--- config.mk ---
export PLATFORM = sky130hd
export DESIGN_NAME = des_round_key_schedule
export DESIGN_NICKNAME = d
export VERILOG_FILES = /design/src/rtl/des_rks_pkg.sv /design/src/rtl/des_rks_halves.sv /design/src/rtl/des_rks_out.sv /design/src/rtl/des_round_key_schedule.sv
export SDC_FILE = /design/constraint.sdc
export NUM_CORES = 1
export LEC_CHECK = 0
export ABC_AREA = 0
export CELL_PAD_IN_SITES_DETAIL_PLACEMENT = 1
export CELL_PAD_IN_SITES_GLOBAL_PLACEMENT = 2
export CORE_MARGIN = 2
export CORE_UTILIZATION = 37
export DETAILED_ROUTE_END_ITERATION = 6
export DONT_BUFFER_PORTS = 1
export PLACE_DENSITY_LB_ADDON = 0.1
export SLEW_MARGIN = 20
export SYNTH_ARGS = -nofsm -noshare
export SYNTH_HDL_FRONTEND = slang
export SYNTH_HIERARCHICAL = 1
export SYNTH_SLANG_ARGS = --single-unit
--- constraint.sdc ---
create_clock -name clock -period 3.7 [get_ports clock]
set_input_delay 0.555 -clock clock [delete_from_list [all_inputs] [get_ports clock]]
set_output_delay 0.555 -clock clock [all_outputs]
set_load 0.01 [all_outputs]
--- src/rtl/des_rks_pkg.sv ---
`default_nettype none

package des_rks_pkg;

   localparam int HalfBits   = 28;
   localparam int RoundCount = 16;
   localparam int Pc1Bits    = 56;
   localparam int Pc2Bits    = 48;
   localparam int KeyBits    = 64;
   localparam int RoundBits  = 4;
   localparam int RspBytes   = (Pc2Bits + RoundBits + 7) / 8;
   localparam int RspWidth   = RspBytes * 8;

   localparam logic [RoundBits-1:0] LAST_ROUND = RoundBits'(RoundCount - 1);

   // Table entries count bit positions from the MSB, starting at one.
   localparam logic [6:0] PC1_TABLE [0:Pc1Bits-1] = '{
      7'd57, 7'd49, 7'd41, 7'd33, 7'd25, 7'd17, 7'd9,  7'd1,
      7'd58, 7'd50, 7'd42, 7'd34, 7'd26, 7'd18, 7'd10, 7'd2,
      7'd59, 7'd51, 7'd43, 7'd35, 7'd27, 7'd19, 7'd11, 7'd3,
      7'd60, 7'd52, 7'd44, 7'd36, 7'd63, 7'd55, 7'd47, 7'd39,
      7'd31, 7'd23, 7'd15, 7'd7,  7'd62, 7'd54, 7'd46, 7'd38,
      7'd30, 7'd22, 7'd14, 7'd6,  7'd61, 7'd53, 7'd45, 7'd37,
      7'd29, 7'd21, 7'd13, 7'd5,  7'd28, 7'd20, 7'd12, 7'd4
   };

   localparam logic [5:0] PC2_TABLE [0:Pc2Bits-1] = '{
      6'd14, 6'd17, 6'd11, 6'd24, 6'd1,  6'd5,  6'd3,  6'd28,
      6'd15, 6'd6,  6'd21, 6'd10, 6'd23, 6'd19, 6'd12, 6'd4,
      6'd26, 6'd8,  6'd16, 6'd7,  6'd27, 6'd20, 6'd13, 6'd2,
      6'd41, 6'd52, 6'd31, 6'd37, 6'd47, 6'd55, 6'd30, 6'd40,
      6'd51, 6'd45, 6'd33, 6'd48, 6'd44, 6'd49, 6'd39, 6'd56,
      6'd34, 6'd53, 6'd46, 6'd42, 6'd50, 6'd36, 6'd29, 6'd32
   };

   // 1: rotate by two bits this round, 0: by one bit
   localparam logic SHIFT_TWO [0:RoundCount-1] = '{
      1'b0, 1'b0, 1'b1, 1'b1, 1'b1, 1'b1, 1'b1, 1'b1,
      1'b0, 1'b1, 1'b1, 1'b1, 1'b1, 1'b1, 1'b1, 1'b0
   };

   typedef struct packed {
      logic                 busy;
      logic                 final_round;
      logic [RoundBits-1:0] round;
   } rks_status_type;

   function automatic logic [Pc1Bits-1:0] pc1(input logic [KeyBits-1:0] key);
      logic [Pc1Bits-1:0] sel;
      sel = '0;
      for (int i = 0; i < Pc1Bits; i++) begin
         sel[Pc1Bits-1-i] = key[KeyBits - int'(PC1_TABLE[i])];
      end
      return sel;
   endfunction

   function automatic logic [Pc2Bits-1:0] pc2(input logic [Pc1Bits-1:0] cd);
      logic [Pc2Bits-1:0] sel;
      sel = '0;
      for (int i = 0; i < Pc2Bits; i++) begin
         sel[Pc2Bits-1-i] = cd[Pc1Bits - int'(PC2_TABLE[i])];
      end
      return sel;
   endfunction

   function automatic logic [HalfBits-1:0] rot28(input logic [HalfBits-1:0] v,
                                                 input logic two);
      logic [HalfBits-1:0] r;
      if (two) begin
         r = {v[HalfBits-3:0], v[HalfBits-1:HalfBits-2]};
      end else begin
         r = {v[HalfBits-2:0], v[HalfBits-1]};
      end
      return r;
   endfunction

endpackage

`default_nettype wire

--- src/rtl/des_rks_halves.sv ---
`default_nettype none

module des_rks_halves (
   input  wire logic                            clock,
   input  wire logic                            reset,
   input  wire logic                            load,
   input  wire logic [des_rks_pkg::KeyBits-1:0] key,
   input  wire logic                            advance,
   output des_rks_pkg::rks_status_type          status,
   output logic      [des_rks_pkg::Pc1Bits-1:0] cd_next
);
   import des_rks_pkg::*;

   logic [Pc1Bits-1:0]   cd_ff, cd_in;
   logic [RoundBits-1:0] round_ff, round_in;
   logic                 busy_ff, busy_in;
   logic                 two;

   always_comb begin
      two     = SHIFT_TWO[round_ff];
      cd_next = {rot28(cd_ff[Pc1Bits-1:HalfBits], two), rot28(cd_ff[HalfBits-1:0], two)};
   end

   always_comb begin
      cd_in    = cd_ff;
      round_in = round_ff;
      busy_in  = busy_ff;
      if (advance) begin
         cd_in    = cd_next;
         round_in = round_ff + RoundBits'(1);
         if (round_ff == LAST_ROUND) begin
            busy_in = 1'b0;
         end
      end
      // a new key overrides the round that just finished
      if (load) begin
         cd_in    = pc1(key);
         round_in = '0;
         busy_in  = 1'b1;
      end
   end

   always_ff @(posedge clock) begin
      if (reset) begin
         busy_ff  <= 1'b0;
         round_ff <= '0;
      end else begin
         busy_ff  <= busy_in;
         round_ff <= round_in;
      end
      cd_ff <= cd_in;
   end

   assign status.busy        = busy_ff;
   assign status.final_round = (round_ff == LAST_ROUND);
   assign status.round       = round_ff;

endmodule

`default_nettype wire

--- src/rtl/des_rks_out.sv ---
`default_nettype none

module des_rks_out (
   input  wire logic                              clock,
   input  wire logic                              reset,
   input  wire logic                              advance,
   input  wire logic [des_rks_pkg::Pc1Bits-1:0]   cd_next,
   input  wire des_rks_pkg::rks_status_type       status,
   output logic                                   out_free,
   output logic                                   rsp_tvalid,
   input  wire logic                              rsp_tready,
   output logic      [des_rks_pkg::RspWidth-1:0]  rsp_tdata,
   output logic                                   rsp_tlast
);
   import des_rks_pkg::*;

   logic                 valid_ff, valid_in;
   logic [Pc2Bits-1:0]   key_ff;
   logic [RoundBits-1:0] index_ff;
   logic                 last_ff;

   assign out_free = !valid_ff || rsp_tready;

   always_comb begin
      valid_in = valid_ff;
      if (rsp_tready) begin
         valid_in = 1'b0;
      end
      if (advance) begin
         valid_in = 1'b1;
      end
   end

   always_ff @(posedge clock) begin
      if (reset) begin
         valid_ff <= 1'b0;
      end else begin
         valid_ff <= valid_in;
      end
      if (advance) begin
         key_ff   <= pc2(cd_next);
         index_ff <= status.round;
         last_ff  <= status.final_round;
      end
   end

   assign rsp_tvalid = valid_ff;
   assign rsp_tdata  = {{(RspWidth - Pc2Bits - RoundBits){1'b0}}, index_ff, key_ff};
   assign rsp_tlast  = last_ff;

endmodule

`default_nettype wire

--- src/rtl/des_round_key_schedule.sv ---
`default_nettype none

// DES key schedule: each 64-bit key taken on req_ yields sixteen 48-bit round
// subkeys on rsp_, round 0 first, one per cycle while rsp_tready is high; tlast
// marks round 15. Parity bits are ignored. The rotating C/D half register steps
// once per subkey; the next key is taken in the cycle the sixteenth subkey
// leaves the generator, so keys follow without a gap while rsp_tready is high.
// An accepted key is first loaded into the C/D register, and its first subkey
// is then registered in the output stage that drives rsp_.
module des_round_key_schedule
   import des_rks_pkg::*;
(
   input  wire logic                clock,
   input  wire logic                reset,
   input  wire logic                req_tvalid,
   output logic                     req_tready,
   input  wire logic [KeyBits-1:0]  req_tdata,   // [63:0] key_in
   output logic                     rsp_tvalid,
   input  wire logic                rsp_tready,
   output logic      [RspWidth-1:0] rsp_tdata,   // [47:0] round_key, [51:48] round_index
   output logic                     rsp_tlast    // last_round
);

   rks_status_type     status;
   logic [Pc1Bits-1:0] cd_next;
   logic               out_free;
   logic               advance;
   logic               load;

   assign advance    = status.busy && out_free;
   assign req_tready = !status.busy || (status.final_round && advance);
   assign load       = req_tvalid && req_tready;

   des_rks_halves u_halves (
      .clock   (clock),
      .reset   (reset),
      .load    (load),
      .key     (req_tdata),
      .advance (advance),
      .status  (status),
      .cd_next (cd_next)
   );

   des_rks_out u_out (
      .clock      (clock),
      .reset      (reset),
      .advance    (advance),
      .cd_next    (cd_next),
      .status     (status),
      .out_free   (out_free),
      .rsp_tvalid (rsp_tvalid),
      .rsp_tready (rsp_tready),
      .rsp_tdata  (rsp_tdata),
      .rsp_tlast  (rsp_tlast)
   );

   a_load_starts_run: assert property (@(posedge clock) disable iff (reset)
      load |=> status.busy && status.round == '0)
      else $error("key load did not start a run at round 0");

   a_ready_only_at_end: assert property (@(posedge clock) disable iff (reset)
      req_tready && status.busy |-> status.final_round && advance)
      else $error("key taken while a run is unfinished");

   a_last_is_round_15: assert property (@(posedge clock) disable iff (reset)
      rsp_tvalid |-> (rsp_tlast == (rsp_tdata[Pc2Bits+RoundBits-1:Pc2Bits] == LAST_ROUND)))
      else $error("tlast disagrees with round index");

endmodule

`default_nettype wire
==> impl_metrics.yaml, run 1 <==
status:
  status: "completed"
die:
  dieArea_mm2: 0.0190
  pin_count: 127
  start_util_pct: 38.0
  die_x_um: 138
  num_rows: 48
  core_area_mm2: 0.0174
  fp.dieH_um: 138
critical_path:
  crit_type: "flip-flop to flip-flop"
  endpoint_kind: "flip-flop"
  r2r_end: "u_halves/cd_ff[7]$_DFFE_PP_"
  cp.required_ns: 3.80
  reg2reg_slack_ns: 1.02
  startpoint_type: "flip-flop"
  r2r_start: "u_halves/round_ff[1]$_SDFFE_PP0P_"
  cp_max_fo: 32
  r2r_cells: 6
  critPathArrivalTime_ns: 2.78
flow_run:
  drv_cap: 0
synth:
  netlist_area_mm2: 0.00662
  syn_avg_cell_area_um2: 11.3
  synthCells: 588
  ys_warn_count: 6
cts:
  h-tree-depth: 4
  cts_hold_buffers: 0
  clockBufferDepth: 2
  path_clk_slew_ns: 0.06
  clock-sinks: 115
  post_cts.repair.setup_buffers: 0
  root_buffer: "clkbuf_16"
  clk-insertion-delay-late_ns: 0.42
  tritoncts: "built"
  numCtsBuffers: 17
  post_cts_resized: 0
timing:
  final.setup.tns_ns: 0
  fin_crit_sh_pct: 72.5
  hold_violations: 0
  relSlewSlack_pct: 31.2
  rsz0062_at_grt: "false"
  finalClockSkew_ns: 0.0119
  worst_pin_slew_ns: 1.03
  slew_viol_final: 0
  period_needed_ns: 2.68
  setup_viol: 0
  max_freq_ghz: 0.373
routing:
  dr_total_vias: 4473
  drt_iter0_markers: 237
  finalWirelength_mm: 16.7
  dr.pass1.iters: 4
  ant_nets: 0
  drcViolationCount: 0
  avgViaCountPerCell: 5.55
  wl_per_cell_um: 20.7
global_routing:
  grt_pass1_wl_mm: 26.3
  grt_pass1_vias: 4748
  grt-ovfl-total: 0
  grt_usage_pct: 18.3
  antenna_found_initial: 3
  grt_max_degree: 118
placed_design:
  portBuffers: 0
  hpwl_mm: 9.49
  place.gp.congestion: 0.758
power_and_ir_drop:
  powerDensity_mw_per_mm2: 564
  p_int_w: 0.00320
  pwr-share-clk_pct: 47.1
  pwr-share-seq_pct: 40.6
  p_sw_w: 0.000994
  p_comb_share_pct: 12.2
  swShare_pct: 23.7
  ir_drop_uv: 325
  p_total_w: 0.00419
  p_leak_nw: 2.48
finish:
  fillers: 1864
  syn_to_final_growth_pct: 12.4
  drive_gt1_share_pct: 17.5
  nets: 635
hold_path:
  holdPathEnd: "u_out/rsp_tvalid$_SDFFE_PP0P_"
  worst_hold_path_type: "input port to flip-flop"
  worstHoldPathCells: 1
  hold_start: "reset"
==> metrics by stage <==
step,utilization [%],hold slack [ns],std cells,worst slack [ns],instance area (µm²)
after global placement,38.6,0.545,769,1.07,6720
after floorplan,-,0.431,591,0.469,6630
after CTS,42.6,0.175,801,0.969,7420
after global routing,42.7,0.176,804,0.847,7430
after detailed placement,38.6,0.555,769,0.985,6720
final,42.7,0.193,806,1.02,7440
==> worst max-delay path by stage <==
stage,startpoint,endpoint,slack [ns],cells past startpoint
3_3_place_gp,u_halves/round_ff[1]$_SDFFE_PP0P_,u_halves/cd_ff[51]$_DFFE_PP_,1.07,6
5_1_grt,u_halves/round_ff[1]$_SDFFE_PP0P_,u_halves/cd_ff[52]$_DFFE_PP_,0.85,6
4_1_cts,u_halves/round_ff[1]$_SDFFE_PP0P_,u_halves/cd_ff[52]$_DFFE_PP_,0.97,6
2_1_floorplan,u_halves/round_ff[3]$_SDFFE_PP0P_,u_halves/cd_ff[0]$_DFFE_PP_,0.47,10
3_5_place_dp,u_halves/round_ff[1]$_SDFFE_PP0P_,u_halves/cd_ff[51]$_DFFE_PP_,0.98,6
6_report,u_halves/round_ff[1]$_SDFFE_PP0P_,u_halves/cd_ff[7]$_DFFE_PP_,1.02,6
==> state kept, by name, summed over array words and instances, names as in the netlist <==
name               cells
u_out/key_ff          48
u_out/rsp_tvalid       1
u_halves/cd_ff        56
u_out/index_ff         4
u_halves/busy_ff       1
u_out/rsp_tlast        1
u_halves/round_ff      4
==> area by class of cell <==
cell class	count	area (µm²)	area share [%]
Antenna cell	5	12.5	0.168
Clock buffer	19	453	6.09
Clock inverter	13	254	3.42
Inverter	59	221	2.98
Multi-Input combinational cell	363	2730	36.7
Sequential cell	115	3400	45.7
Tap cell	225	282	3.79
Timing Repair Buffer	7	90.1	1.21
==> routing by layer <==
metal  share of wire, %  GRT usage, %
met5                  0             0
met4                1.8          6.63
met3                4.5          4.82
met2                 49          30.2
met1                 44          23.2
==> power by group through the flow <==
stage	registers, W	logic (W)	clock network (W)
after floorplan	0.00171	0.000408	0
after CTS	0.00170	0.000522	0.00203
after global placement	0.00173	0.000508	0
after global routing	0.00172	0.000570	0.00208
final	0.00170	0.000513	0.00198
after detailed placement	0.00173	0.000519	0
==> worst max-delay path, stage by stage (launching register included) <==
cell	delay (ns)
dfxtp_1	0.50
ha_1	0.37
and3_1	0.24
nand2_2	0.09
a21boi_4	0.19
or2_2	0.62
buf_12	0.30
==> placed cells by master (no fill, tap or decap), drive strengths merged, types with 2 or more instances in the layout <==
cell	n
mux2i	3
a21oi	2
mux2	2
clkbuf	19
nand4	2
buf	7
or2	49
inv	59
ha	4
conb	4
clkinvlp	4
o22ai	56
xor2	2
nor3	5
edfxtp	109
nand2	59
diode	5
dfxtp	6
bufinv	7
a211oi	56
clkinv	2
o31a	56
nand2b	57
Note: power is estimated with default switching activity, not from simulation.
==> run 2, diff against run 1 <==
- CORE_UTILIZATION: 37 -> 41
- clock period: 3.7 -> 2.55 ns (I/O delays scaled with it)
==> run 2 against run 1 <==
Effect of this change:
- combinational power grew 53%
- setup slack worse by 0.79 ns
- sequential power is 45% higher
- core utilization is 4.1 points higher
- fmax increased by 15%
- sequential share of layout area up 0.20 points
- clock skew is 0.0044 ns lower
- critical path type unchanged
- largest cell class unchanged
- highest routed layer unchanged
==> impl_metrics.yaml, run 2 (synthesis gave the netlist of run 1 again) <==
cts:
  root_buffer: "clkbuf_16"
  clk-insertion-delay-late_ns: 0.41
  h-tree-depth: 4
  path_clk_slew_ns: 0.05
  numCtsBuffers: 17
  post_cts_resized: 0
  tritoncts: "built"
  clockBufferDepth: 2
  cts_hold_buffers: 0
  post_cts.repair.setup_buffers: 0
  clock-sinks: 115
timing:
  final.setup.tns_ns: 0
  period_needed_ns: 2.33
  slew_viol_final: 0
  hold_violations: 0
  finalClockSkew_ns: 0.00743
  setup_viol: 0
  fin_crit_sh_pct: 91.2
  rsz0062_at_grt: "false"
  worst_pin_slew_ns: 0.917
  max_freq_ghz: 0.430
  relSlewSlack_pct: 38.9
finish:
  nets: 644
  final_cell_mix: "edfxtp_1, inv_1, nand2_1, nand2b_1, o31a_1"
  design_area_mm2: 0.00740
  top_register: "u_halves/cd_ff"
  drive_gt1_share_pct: 17.0
  syn_to_final_growth_pct: 11.9
  fin_util_pct: 46.8
  largest_reg_flops: 56
  final_common_cell: "edfxtp_1"
  top_regs: "u_halves/cd_ff x56, u_out/key_ff x48"
critical_path:
  r2r_end: "u_halves/cd_ff[53]$_DFFE_PP_"
  endpoint_kind: "flip-flop"
  crit_type: "flip-flop to flip-flop"
  reg2reg_slack_ns: 0.22
  cp_slowest_cell: "dfxtp_1"
  startpoint_type: "flip-flop"
  cp.required_ns: 2.71
  critPathArrivalTime_ns: 2.48
  r2r_cells: 7
  path_cells: "ha_1, and3_1, nand2_2, a21boi_4, buf_12, nand2b_1, o31a_1"
  critical-path-max-stage-delay_ns: 0.51
  r2r_start: "u_halves/round_ff[1]$_SDFFE_PP0P_"
  cp_max_fo: 84
routing:
  drcViolationCount: 0
  finalWirelength_mm: 16.3
  wl_per_cell_um: 20.3
  dr_total_vias: 4493
  drt_iter0_markers: 251
  ant_nets: 0
  dr.pass1.iters: 4
  avgViaCountPerCell: 5.60
flow_run:
  drv_cap: 0
power_and_ir_drop:
  pwr-share-clk_pct: 40.6
  p_sw_w: 0.00138
  swShare_pct: 25.2
  p_comb_share_pct: 14.3
  p_int_w: 0.00410
  pwr-share-seq_pct: 45.1
  powerDensity_mw_per_mm2: 740
  p_leak_nw: 2.48
  ir_drop_uv: 462
placed_design:
  place_area_mm2: 0.00686
  hpwl_mm: 9.93
  portBuffers: 0
  place.gp.congestion: 0.731
die:
  core_area_mm2: 0.0158
  num_rows: 46
  dieArea_mm2: 0.0172
  start_util_pct: 41.8
  fp.dieH_um: 131
  pin_count: 127
  die_x_um: 131
hold_path:
  holdPathEnd: "u_out/rsp_tvalid$_SDFFE_PP0P_"
  worstHoldPathCells: 1
  worst_hold_path_type: "input port to flip-flop"
  hold_start: "reset"
global_routing:
  grt_usage_pct: 20.0
  grt-ovfl-total: 0
  grt_pass1_wl_mm: 26.1
  antenna_found_initial: 2
  grt_pass1_vias: 4802
  grt_max_degree: 85
status:
  status: "completed"
## run 2: through the flow
step                hold WS [ns]  total power, W  setup WS, ns  cells
global route             0.00897         0.00573        0.0622    801
global placement           0.447         0.00327         0.284    769
CTS                      0.00735         0.00554         0.204    800
floorplan                  0.431         0.00307        0.0143    591
detailed placement         0.450         0.00329         0.206    769
finish                    0.0274         0.00548         0.224    803
## run 2: how the worst max path moves through the flow
stage,startpoint,end,slack [ns]
floorplan,u_halves/round_ff[3]$_SDFFE_PP0P_,u_halves/cd_ff[0]$_DFFE_PP_,0.01
global placement,u_halves/round_ff[1]$_SDFFE_PP0P_,u_halves/cd_ff[13]$_DFFE_PP_,0.28
detailed placement,u_halves/round_ff[1]$_SDFFE_PP0P_,u_halves/cd_ff[34]$_DFFE_PP_,0.21
CTS,u_halves/round_ff[1]$_SDFFE_PP0P_,u_halves/cd_ff[34]$_DFFE_PP_,0.20
global route,u_halves/round_ff[1]$_SDFFE_PP0P_,u_halves/cd_ff[53]$_DFFE_PP_,0.06
finish,u_halves/round_ff[1]$_SDFFE_PP0P_,u_halves/cd_ff[53]$_DFFE_PP_,0.22
## run 2: critical path, delay by kind of cell (launching register included)
| kind | cells | cell delay [ns] |
|---|---|---|
| simple gates | 3 | 0.46 |
| compound gates | 2 | 0.34 |
| fa+ha+maj | 1 | 0.37 |
| flops | 1 | 0.51 |
| buf+inv | 1 | 0.36 |
## run 2: area by class of cell
cell class / count / area (µm²)
fill: 1656 / 8420
timing repair buffer: 16 / 245
tap: 216 / 270
antenna: 3 / 7.51
inverter: 59 / 221
multi-input combinational: 363 / 2730
clock inverter: 9 / 88.8
clock buffer: 22 / 444
sequential: 115 / 3400
## run 2: metal layers
metal  track usage, %  share of wire (%)  vias to the layer above
met5                0                  0                        -
met4             7.82                1.8                        0
met3             4.64                5.8                       23
met2             32.4                 48                      119
met1             26.0                 44                     2236
li1                 -                  -                     2115
## run 2: power by group through the flow
stage | combinational, W | clock, W | sequential (W)
after floorplan | 0.000596 | 0 | 0.00248
after global placement | 0.000771 | 0 | 0.00250
after detailed placement | 0.000789 | 0 | 0.00251
after CTS | 0.000798 | 0.00227 | 0.00247
after global routing | 0.000870 | 0.00237 | 0.00250
final | 0.000785 | 0.00223 | 0.00247
